**config.mk**
```make
export PLATFORM = sky130hd
export DESIGN_NAME = sorted_timer_list_engine
export DESIGN_NICKNAME = d
export VERILOG_FILES = /design/src/sv/stle_pkg.sv /design/src/sv/sorted_timer_list_engine.sv
export SDC_FILE = /design/constraint.sdc
export NUM_CORES = 2
export LEC_CHECK = 0
export BUFFER_PORTS_ARGS = -buffer_cell sky130_fd_sc_hd__buf_2
export CAP_MARGIN = 20
export CORE_MARGIN = 3
export CORE_UTILIZATION = 65
export CTS_BUF_LIST = sky130_fd_sc_hd__clkbuf_2
export DETAILED_ROUTE_END_ITERATION = 12
export PLACE_DENSITY = 0.82
export SYNTH_ARGS = -nofsm -noshare
export SYNTH_HDL_FRONTEND = slang
export SYNTH_SLANG_ARGS = --single-unit
```
**constraint.sdc**
```tcl
create_clock -name clk -period 19.5 [get_ports clk]
set_input_delay 0.975 -clock clk [delete_from_list [all_inputs] [get_ports clk]]
set_output_delay 0.975 -clock clk [all_outputs]
set_load 0.05 [all_outputs]
```
**src/sv/stle_pkg.sv**
```systemverilog
// Package with the constants and types of the sorted timer list engine.
`timescale 1ns / 1ps
package stle_pkg;
  localparam int SLOTS = 16;
  localparam int SLOT_W = $clog2(SLOTS);
  localparam int MAX_EVENTS = 16;
  localparam int EV_W = $clog2(MAX_EVENTS + 1);
  localparam int DL_W = 50;
  localparam int NOW_W = 48;
  localparam logic [9:0] US_PER_MS = 10'd1000;

  localparam logic [2:0] OP_ALLOC  = 3'd0;
  localparam logic [2:0] OP_START  = 3'd1;
  localparam logic [2:0] OP_STOP   = 3'd2;
  localparam logic [2:0] OP_FREE   = 3'd3;
  localparam logic [2:0] OP_UPDATE = 3'd4;
  localparam logic [2:0] OP_TICK   = 3'd5;

  localparam logic [1:0] ST_OK        = 2'd0;
  localparam logic [1:0] ST_FULL      = 2'd1;
  localparam logic [1:0] ST_NOT_FOUND = 2'd2;
  localparam logic [1:0] ST_IDLE      = 2'd3;

  localparam logic KIND_REPLY  = 1'b0;
  localparam logic KIND_EXPIRY = 1'b1;

  typedef struct packed {
    logic [2:0]       op;
    logic [31:0]      handle;
    logic [31:0]      tmo_ms;
    logic             periodic;
    logic             run_at_once;
    logic [NOW_W-1:0] now_us;
  } item_t;
endpackage

```
**src/sv/sorted_timer_list_engine.sv**
```systemverilog
// Top level of the sorted timer list engine: slot table, scan sequencer and result register.
`timescale 1ns / 1ps
// A command takes one transaction in and gives one reply; op codes 6 and 7 give none. A tick
// gives one expiry per due timer, up to sixteen. The block holds one item at a time. A command
// is accepted in S_IDLE, scans the sixteen slots one per cycle through a single shared compare
// unit, multiplies the timeout by 1000 in S_MUL and updates the slot while loading the reply in
// S_EXEC. A tick runs one such scan, multiply and update round for each event it fires plus one
// final round that finds nothing; with sixteen events the final round is replaced by the S_PUSH
// state that sends the last expiry. An expiry is held back one round so the final one can
// carry the last flag. The update state S_EXEC and the state S_PUSH wait while the output register
// still holds a result that has not been taken.
module sorted_timer_list_engine import stle_pkg::*; (
  input  logic         clk,
  input  logic         rst_n,
  input  logic         in_tvalid,
  output logic         in_tready,
  // op[2:0], handle[34:3], timeout[66:35], periodic[67], run_at_once[68],
  // now_us[116:69], zero fill to 120 bits.
  input  logic [119:0] in_tdata,
  output logic         out_tvalid,
  input  logic         out_tready,
  // result_handle[31:0], status[33:32], zero fill to 40 bits.
  output logic [39:0]  out_tdata,
  // kind.
  output logic         out_tuser,
  output logic         out_tlast
);
  localparam logic [2:0] S_IDLE = 3'd0;
  localparam logic [2:0] S_SCAN = 3'd1;
  localparam logic [2:0] S_MUL  = 3'd2;
  localparam logic [2:0] S_EXEC = 3'd3;
  localparam logic [2:0] S_PUSH = 3'd4;

  logic [2:0] state_r, state_nxt;
  item_t item_r;
  logic [SLOTS-1:0] used_r, running_r, fired_r;
  logic [31:0] handle_a_r [SLOTS];
  logic [31:0] timeout_a_r [SLOTS];
  logic [SLOTS-1:0] periodic_r, immediate_r;
  logic [DL_W-1:0] deadline_a_r [SLOTS];
  logic [31:0] order_a_r [SLOTS];
  logic [31:0] last_handle_r, order_counter_r;
  logic [SLOT_W-1:0] idx_r;
  logic found_r;
  logic [SLOT_W-1:0] best_r;
  logic [DL_W-1:0] best_dl_r;
  logic [31:0] best_ord_r;
  logic [EV_W-1:0] nev_r;
  logic [DL_W-1:0] delay_r;
  logic pend_v_r;
  logic [31:0] pend_hnd_r;
  logic ov_r, okind_r, olast_r;
  logic [31:0] ohandle_r;
  logic [1:0] ostatus_r;
  logic [31:0] next_handle;
  logic [1:0] reply_status;
  logic cand, better, out_free, apply;
  logic emit, e_kind, e_last;
  logic [31:0] e_handle;
  logic [1:0] e_status;

  assign in_tready = (state_r == S_IDLE);
  assign out_free = !ov_r || out_tready;
  assign apply = (state_r == S_EXEC) && out_free;
  assign out_tvalid = ov_r;
  assign out_tdata = {6'd0, ostatus_r, ohandle_r};
  assign out_tuser = okind_r;
  assign out_tlast = olast_r;
  assign next_handle = (last_handle_r == 32'hFFFF_FFFF) ? 32'd1 : last_handle_r + 32'd1;

  always_comb begin
    cand = 1'b0;
    better = !found_r;
    if (item_r.op == OP_TICK) begin
      cand = used_r[idx_r] && running_r[idx_r] && !fired_r[idx_r] &&
             (deadline_a_r[idx_r] <= {2'b00, item_r.now_us});
      better = !found_r || (deadline_a_r[idx_r] < best_dl_r) ||
               ((deadline_a_r[idx_r] == best_dl_r) && (order_a_r[idx_r] < best_ord_r));
    end else if (item_r.op == OP_ALLOC) begin
      cand = !used_r[idx_r];
    end else begin
      cand = used_r[idx_r] && (handle_a_r[idx_r] == item_r.handle);
    end
  end

  always_comb begin
    reply_status = ST_OK;
    if (!found_r) begin
      reply_status = ST_NOT_FOUND;
    end else if (item_r.op == OP_STOP) begin
      if (!running_r[best_r]) reply_status = ST_IDLE;
    end else if (running_r[best_r]) begin
      reply_status = ST_NOT_FOUND;
    end
  end

  always_comb begin
    state_nxt = state_r;
    unique case (state_r)
      S_IDLE: if (in_tvalid) state_nxt = S_SCAN;
      S_SCAN: if (idx_r == SLOT_W'(SLOTS - 1)) state_nxt = S_MUL;
      S_MUL:  state_nxt = S_EXEC;
      S_EXEC: begin
        if (out_free) begin
          if (item_r.op == OP_TICK && found_r)
            state_nxt = (nev_r == EV_W'(MAX_EVENTS - 1)) ? S_PUSH : S_SCAN;
          else
            state_nxt = S_IDLE;
        end
      end
      S_PUSH: if (out_free) state_nxt = S_IDLE;
      default: state_nxt = S_IDLE;
    endcase
  end

  always_comb begin
    emit = 1'b0;
    e_kind = KIND_REPLY;
    e_handle = '0;
    e_status = ST_OK;
    e_last = 1'b1;
    if (state_r == S_PUSH) begin
      emit = out_free;
      e_kind = KIND_EXPIRY;
      e_handle = pend_hnd_r;
    end else if (apply) begin
      unique case (item_r.op)
        OP_ALLOC: begin
          emit = 1'b1;
          if (found_r) e_handle = next_handle;
          else e_status = ST_FULL;
        end
        OP_START, OP_STOP, OP_FREE, OP_UPDATE: begin
          emit = 1'b1;
          e_status = reply_status;
        end
        OP_TICK: begin
          emit = pend_v_r;
          e_kind = KIND_EXPIRY;
          e_handle = pend_hnd_r;
          e_last = !found_r;
        end
        default: ;
      endcase
    end
  end

  always_ff @(posedge clk) begin
    if (!rst_n) begin
      ov_r <= 1'b0;
    end else if (emit) begin
      ov_r <= 1'b1;
      okind_r <= e_kind;
      ohandle_r <= e_handle;
      ostatus_r <= e_status;
      olast_r <= e_last;
    end else if (out_tready) begin
      ov_r <= 1'b0;
    end
  end

  always_ff @(posedge clk) begin
    if (!rst_n) begin
      state_r <= S_IDLE;
      used_r <= '0;
      running_r <= '0;
      fired_r <= '0;
      last_handle_r <= '0;
      order_counter_r <= '0;
      idx_r <= '0;
      found_r <= 1'b0;
      best_r <= '0;
      nev_r <= '0;
      pend_v_r <= 1'b0;
    end else begin
      state_r <= state_nxt;
      unique case (state_r)
        S_IDLE: begin
          if (in_tvalid) begin
            item_r.op <= in_tdata[2:0];
            item_r.handle <= in_tdata[34:3];
            item_r.tmo_ms <= in_tdata[66:35];
            item_r.periodic <= in_tdata[67];
            item_r.run_at_once <= in_tdata[68];
            item_r.now_us <= in_tdata[116:69];
            idx_r <= '0;
            found_r <= 1'b0;
            fired_r <= '0;
            nev_r <= '0;
            pend_v_r <= 1'b0;
          end
        end
        S_SCAN: begin
          if (cand && better) begin
            found_r <= 1'b1;
            best_r <= idx_r;
            best_dl_r <= deadline_a_r[idx_r];
            best_ord_r <= order_a_r[idx_r];
          end
          idx_r <= idx_r + SLOT_W'(1);
        end
        S_MUL: begin
          delay_r <= DL_W'(42'(timeout_a_r[best_r]) * 42'(US_PER_MS));
        end
        S_EXEC: begin
          if (out_free) begin
            unique case (item_r.op)
              OP_ALLOC: begin
                if (found_r) begin
                  used_r[best_r] <= 1'b1;
                  running_r[best_r] <= 1'b0;
                  handle_a_r[best_r] <= next_handle;
                  last_handle_r <= next_handle;
                  timeout_a_r[best_r] <= item_r.tmo_ms;
                  periodic_r[best_r] <= item_r.periodic;
                  immediate_r[best_r] <= item_r.run_at_once;
                end
              end
              OP_START: begin
                if (reply_status == ST_OK) begin
                  deadline_a_r[best_r] <= {2'b00, item_r.now_us} +
                                          (immediate_r[best_r] ? '0 : delay_r);
                  order_a_r[best_r] <= order_counter_r;
                  order_counter_r <= order_counter_r + 32'd1;
                  running_r[best_r] <= 1'b1;
                end
              end
              OP_STOP: if (reply_status == ST_OK) running_r[best_r] <= 1'b0;
              OP_FREE: if (reply_status == ST_OK) used_r[best_r] <= 1'b0;
              OP_UPDATE: if (reply_status == ST_OK) timeout_a_r[best_r] <= item_r.tmo_ms;
              OP_TICK: begin
                if (found_r) begin
                  fired_r[best_r] <= 1'b1;
                  pend_hnd_r <= handle_a_r[best_r];
                  pend_v_r <= 1'b1;
                  nev_r <= nev_r + EV_W'(1);
                  idx_r <= '0;
                  found_r <= 1'b0;
                  if (periodic_r[best_r]) begin
                    deadline_a_r[best_r] <= {2'b00, item_r.now_us} + delay_r;
                    order_a_r[best_r] <= order_counter_r;
                    order_counter_r <= order_counter_r + 32'd1;
                  end else begin
                    running_r[best_r] <= 1'b0;
                  end
                end else begin
                  pend_v_r <= 1'b0;
                end
              end
              default: ;
            endcase
          end
        end
        S_PUSH: if (out_free) pend_v_r <= 1'b0;
        default: ;
      endcase
    end
  end

  a_accept_busy: assert property (@(posedge clk) disable iff (!rst_n)
    (in_tvalid && in_tready) |=> !in_tready) else $error("accept while busy");
  a_out_hold: assert property (@(posedge clk) disable iff (!rst_n)
    (out_tvalid && !out_tready) |=> out_tvalid) else $error("result dropped");
  a_out_stable: assert property (@(posedge clk) disable iff (!rst_n)
    (out_tvalid && !out_tready) |=> $stable({out_tuser, out_tlast, out_tdata}))
    else $error("result changed while waiting");
  a_reply_last: assert property (@(posedge clk) disable iff (!rst_n)
    (out_tvalid && out_tuser == KIND_REPLY) |-> out_tlast) else $error("reply without last");
endmodule

```
After elaboration in Yosys (flattened, before gate mapping)
Memories as Yosys holds them, arrays and structs flattened. A register that Yosys moved wholly into a read port is not among the register bits. Index checks and enable logic that the tools add are counted.

Flip-flop bits (word level): 437. Bits in writable memories: 2320. Input port bits: 124. Output and inout bits: 44. Logic and storage cells: 246. Memories kept: 4.

Memories: deadline_a_r (words 16, bits a word 49, rd ports 1, clocked after memory_dff 1, wr ports 1, line sorted_timer_list_engine.sv:40) `logic [DL_W-1:0] deadline_a_r [SLOTS];`; handle_a_r (words 16, bits a word 32, rd ports 2, clocked after memory_dff 2, wr ports 1, line sorted_timer_list_engine.sv:37) `logic [31:0] handle_a_r [SLOTS];`; order_a_r (words 16, bits a word 32, rd ports 1, clocked after memory_dff 1, wr ports 1, line sorted_timer_list_engine.sv:41) `logic [31:0] order_a_r [SLOTS];`; timeout_a_r (words 16, bits a word 32, rd ports 1, clocked after memory_dff 1, wr ports 1, line sorted_timer_list_engine.sv:38) `logic [31:0] timeout_a_r [SLOTS];`.

Add/subtract/negate cells: 6. Multiply operators: 1. Order comparisons: 6. Eq/ne operators: 28. Multiplexer cells: 117. Bitwise operators: 11. Reductions and logical operators: 46.

Operators by type and width (number): $mux 32 (9); $mux 16 (11); $pmux 32 s2 (2); $add 48x42->49 (2); $add 32x1->32 const B (2); $pmux 16 s2 (2); $pmux 16 s4 (1); $eq 50x50->1 (1); $le 50x48->1 (1); $lt 50x50->1 (1); $mux 49 (1); $mux 1 (48); $mux 4 (12); $or 16x16->16 (3); $mux 42 (1); $mul 32x7->39 const B (1); $reduce_and 5->1 (7); $and 16x16->16 (2); $bwmux 16 (2); $eq 32x32->1 (1); $eq 32x32->1 const B (1); $lt 32x32->1 (1); $bmux 1 s4 (6); $ne 2x2->1 const B (11); 40 further kinds (86).

Logic depth before layout (Yosys ltp)
Depth after elaboration: 13. Mapped depth: 22. Gate-level depth less buffers: 20.

Worst setup path after synthesis
OpenSTA, ideal clock, no wires.

Path kind: reg-to-reg. From: register with a tool-made name. To: register best_dl_r[0] (read register of deadline_a_r), enable pin. Setup time: 0.521 ns. Arrival: 8.243 ns. Data required time: 18.979 ns. Slack: 10.736 ns. Stages on the path, launching flop included: 19. Buffers on the path: 6. Period minus slack after synthesis: 8.764 ns. Path through: dfxtp_1 buf_6 buf_4 buf_6 buf_2 buf_2 buf_1 mux4_2 mux4_2 ha_1 a21o_1 a21o_1 a21oi_1 nor3_1 or4b_2 a21oi_1 o2111a_1 o31ai_4 nor2_1.

RTL lines: to (decl) (line sorted_timer_list_engine.sv:46) `logic [DL_W-1:0] best_dl_r;`.

==> run metrics <==
result of the run complete, no violations; Buf+Inv Stages, Crit Path 4; number of DRC markers after the initial detailed-route iteration just over 8000; HPWL reported at the end of detailed placement roughly 160000 um; share of synthesized registers carrying an async set or reset 0%; Die Ht 436 um; total grt overflow 0; final cycle utilization of the critical path between 40% and 50%; final net count 7733; max-slew violations 0; crit path kind reg2reg; Cell Area, Synth around 120000 um^2; Crit. End Element flip-flop; actual transition at the worst max-transition pin between 1000 and 1500 ps; distinct cell type count of the synthesized netlist 90; area of the multi-input gates 35500 um^2; detailed-route DRC error count 0; Peak Freq approximately 0.11 GHz; post-cts gate resize count 0; critical path cell sequence buf_4, buf_4, mux4_2, mux4_2, fa_1, fa_1, inv_1, fa_1, fa_1, inv_1, ha_1, o21ai_0, or4_1, a311oi_1, o22ai_1, a2bb2oi_1, a211oi_1, o31ai_1, a21oi_1, a31oi_1; number of global-route vias before repair 69170; area taken by flip-flops and latches 82600 um^2; number of ports placed on the die boundary about 170; Total Routing Usage GR 30.8%; average cell area after synthesis 19.1 um^2; worst setup skew after layout 219 ps; Tmin final between 8000 and 9000 ps; final design utilization 72.3%; buffer levels on the longest clock path 4; critical path data required time about 21000 ps; final-report hold violation count 0; die footprint around 190000 um^2; routed wirelength normalized by instance count 28.6 um; final routed wirelength across all metal layers a little under 300000 um; Final ANT Viol Nets 0; Data arrival, critical path ~11000 ps; Inserted Clock Buffers 670; Site Rows 157; flops & latches, synth between 2000 and 3000; Post CTS Setup Buffer Count 0; die boundary width around 440 um; max-capacitance violation count 0; # H-tree levels 6; Hold WC Path Type in2reg; sequential-to-total area share from yosys stat 68.7%; first drt pass iteration count 6; top_reg_cell synth sky130_fd_sc_hd__edfxtp_1; clock transition time at the flip-flop clock pins of the worst setup and hold paths ~220 ps; clock tree from TritonCTS built; count of synthesis-stage warnings from yosys 0; buffer cell driving the clock tree root sky130_fd_sc_hd__clkbuf_2; type of origin of the critical path flip-flop; critical-path cell with the highest stage delay sky130_fd_sc_hd__buf_4; worst slew margin relative to its limit around an eighth; CP most frequent cell sky130_fd_sc_hd__fa_1; setup-violating endpoint count in the final report 0; Cell Pwr Density between 80 and 90 nW/um^2; unrepaired setup endpoints after global routing false; vias after detailed routing between 60000 and 70000; clock latency on the worst-skew pair between 2000 and 2500 ps; peak ir drop on the vdd network about 69 uV; number of antenna violations at the first check in global routing 7; # fillers ~11000; initial cell density of the core between 60% and 70%; Layout area overhead 10.3%; Leakage Power ~47 nW; Std-Cell Core Area 183000 um^2; final weighted congestion in routability-driven placement 0.916; fraction of final layout cells sized beyond drive strength 1 ~30%; family with the most delay on the worst path adder cells; vias per std cell between 6 and 7; number of sinks driven by the clock tree between 2000 and 3000; largest stage delay on the critical path 860 ps; Gate Count Post-Synth 6285; wire length of the first global-routing pass 432000 um; Buffers on Ports ~160; pin count of the biggest net entering global routing between 100 and 150; largest fanout on the critical path 48; EDFF count, synth ~2700; setup TNS 0 ps
==> registers in the layout (all words and copies together), names as in the netlist, 4 cells and up, named ones only <==
register,count
best_ord_r,32
immediate_r,16
last_handle_r,32
order_counter_r,32
nev_r,5
fired_r,16
periodic_r,16
idx_r,4
item_r,117
timeout_a_r,512
pend_hnd_r,32
delay_r,39
best_dl_r,49
best_r,4
deadline_a_r,784
handle_a_r,512
ohandle_r,32
order_a_r,512
==> area by class of cell <==
cell class              count  area share [%]
clock inverters           168           0.616
diodes                      7          0.0132
multi-input cells        2871            26.8
flip-flops and latches   2796            62.3
repair buffers            555            3.39
inverters                 338           0.962
well taps                2464            2.32
clock buffers             960            3.62
==> synthesized netlist by cell type (6+ instances only) <==
cell type                   instances  area (um^2)
sky130_fd_sc_hd__a2111oi_0          8         70.1
sky130_fd_sc_hd__a211oi_1          35          263
sky130_fd_sc_hd__a21o_1            78          586
sky130_fd_sc_hd__a21oi_1          166          831
sky130_fd_sc_hd__a221oi_1          18          158
sky130_fd_sc_hd__a22o_1            31          272
sky130_fd_sc_hd__a31oi_1           10         62.6
sky130_fd_sc_hd__and2_1            12         75.1
sky130_fd_sc_hd__and3_1            30          188
sky130_fd_sc_hd__and4_1             8         70.1
sky130_fd_sc_hd__buf_1             53          199
sky130_fd_sc_hd__buf_2             45          225
sky130_fd_sc_hd__buf_4             14          105
sky130_fd_sc_hd__buf_6              9          101
sky130_fd_sc_hd__clkbuf_1         161          604
sky130_fd_sc_hd__dfxtp_1          139         2780
sky130_fd_sc_hd__edfxtp_1        2657        79800
sky130_fd_sc_hd__fa_1             117         2340
sky130_fd_sc_hd__ha_1             260         3250
sky130_fd_sc_hd__inv_1            334         1250
sky130_fd_sc_hd__mux2_2             9          101
sky130_fd_sc_hd__mux2i_1           91          911
sky130_fd_sc_hd__mux4_1             7          184
sky130_fd_sc_hd__mux4_2           852        19200
sky130_fd_sc_hd__nand2_1          181          679
sky130_fd_sc_hd__nand2b_1          20          125
sky130_fd_sc_hd__nand3_1           76          380
sky130_fd_sc_hd__nand4_1           49          307
sky130_fd_sc_hd__nor2_1           256          961
sky130_fd_sc_hd__nor2b_1           69          432
sky130_fd_sc_hd__nor3_1            47          235
sky130_fd_sc_hd__nor3b_1            8         60.1
sky130_fd_sc_hd__nor4_1            14         87.6
sky130_fd_sc_hd__o2111ai_1          6         52.6
sky130_fd_sc_hd__o21a_1            24          180
sky130_fd_sc_hd__o21ai_0           81          405
sky130_fd_sc_hd__o21bai_1          11         82.6
sky130_fd_sc_hd__o221ai_1           6         52.6
sky130_fd_sc_hd__o22ai_1           19          119
sky130_fd_sc_hd__o31ai_1            7         52.6
sky130_fd_sc_hd__or3_1             17          106
sky130_fd_sc_hd__or4_1              6         45.0
sky130_fd_sc_hd__xnor2_1           92          806
sky130_fd_sc_hd__xor2_1            74          648
==> per-stage QoR <==
step	power [mW]	std cells	setup slack [ps]	hold slack (ps)	instance area (um^2)
after floorplan	7.03	6290	10740	437	120000
after global placement	7.14	8743	10580	449	124000
after detailed placement	7.16	8750	10550	460	124000
after CTS	10.8	10115	10490	18.2	132000
after global routing	11.1	10156	9960	99.8	133000
final	10.7	10159	10600	219	133000
==> where the power goes <==
group          total, mW  leakage (nW)  switching (mW)  internal (mW)
clock network       3.64          4.40            2.26           1.38
registers           6.56          27.0          0.0287           6.54
logic              0.503          15.2           0.269          0.234
==> worst register-to-register path, stage by stage, from the launching register on <==
cell	delay (ps)
sky130_fd_sc_hd__dfxtp_4	800
sky130_fd_sc_hd__buf_4	870
sky130_fd_sc_hd__buf_4	930
sky130_fd_sc_hd__mux4_2	650
sky130_fd_sc_hd__mux4_2	620
sky130_fd_sc_hd__fa_1	560
sky130_fd_sc_hd__fa_1	550
sky130_fd_sc_hd__inv_1	50
sky130_fd_sc_hd__fa_1	470
sky130_fd_sc_hd__fa_1	520
sky130_fd_sc_hd__inv_1	40
sky130_fd_sc_hd__ha_1	320
sky130_fd_sc_hd__o21ai_0	120
sky130_fd_sc_hd__or4_1	560
sky130_fd_sc_hd__a311oi_1	340
sky130_fd_sc_hd__o22ai_1	240
sky130_fd_sc_hd__a2bb2oi_1	220
sky130_fd_sc_hd__a211oi_1	380
sky130_fd_sc_hd__o31ai_1	150
sky130_fd_sc_hd__a21oi_1	160
sky130_fd_sc_hd__a31oi_1	60
==> timing repair <==
item,in CTS,in global routing
hold buffers,237,0
endpoints found under the hold margin,230,0
setup endpoints to repair,0,0
==> cells in the final DEF (no fill, tap or decap), types with 117 or more instances in the layout <==
master | synthesis | layout
sky130_fd_sc_hd__dfxtp_1 | 139 | 127
sky130_fd_sc_hd__buf_4 | 14 | 146
sky130_fd_sc_hd__fa_1 | 117 | 117
sky130_fd_sc_hd__clkinv_1 | 3 | 132
sky130_fd_sc_hd__nand2_1 | 181 | 180
sky130_fd_sc_hd__inv_1 | 334 | 334
sky130_fd_sc_hd__mux4_2 | 852 | 852
sky130_fd_sc_hd__ha_1 | 260 | 260
sky130_fd_sc_hd__nor2_1 | 256 | 205
sky130_fd_sc_hd__buf_2 | 45 | 159
sky130_fd_sc_hd__edfxtp_1 | 2657 | 2657
sky130_fd_sc_hd__clkbuf_2 | 0 | 960
sky130_fd_sc_hd__dlygate4sd3_1 | 0 | 237
sky130_fd_sc_hd__a21oi_1 | 166 | 166
==> metal layers <==
metal	vias to the layer above	track usage, %	share of wire (%)
met5	-	0	0.0093
met4	4	14.2	4.6
met3	849	7.22	11
met2	4355	49.1	49
met1	33757	41.2	35
li1	27681	-	-
==> cell families after synthesis <==
| family | count (synthesis) | synth area share, % |
|---|---|---|
| DFF | 2796 | 68.7 |
| muxes | 959 | 17.0 |
| and+or+nand+nor | 815 | 3.30 |
| buffers and inverters | 623 | 2.12 |
| AOI/OAI and AO/OA | 548 | 3.06 |
| adders and majority gates | 377 | 4.66 |
| xor gates and xnor gates | 166 | 1.21 |
| other | 1 | 0.00312 |
==> worst paths after layout <==
check / from / endpoint / slack, ps / cells after the start
worst min-delay path: in_tdata[90] / item_r[21] / 220 / 3
worst max-delay path: flip-flop / delay_r[41] / 10600 / 20
worst max register to register: flip-flop / delay_r[41] / 10600 / 20
worst min register to register: fired_r[6] / fired_r[6] / 490 / 2
Power figures use the tool's default switching activity.
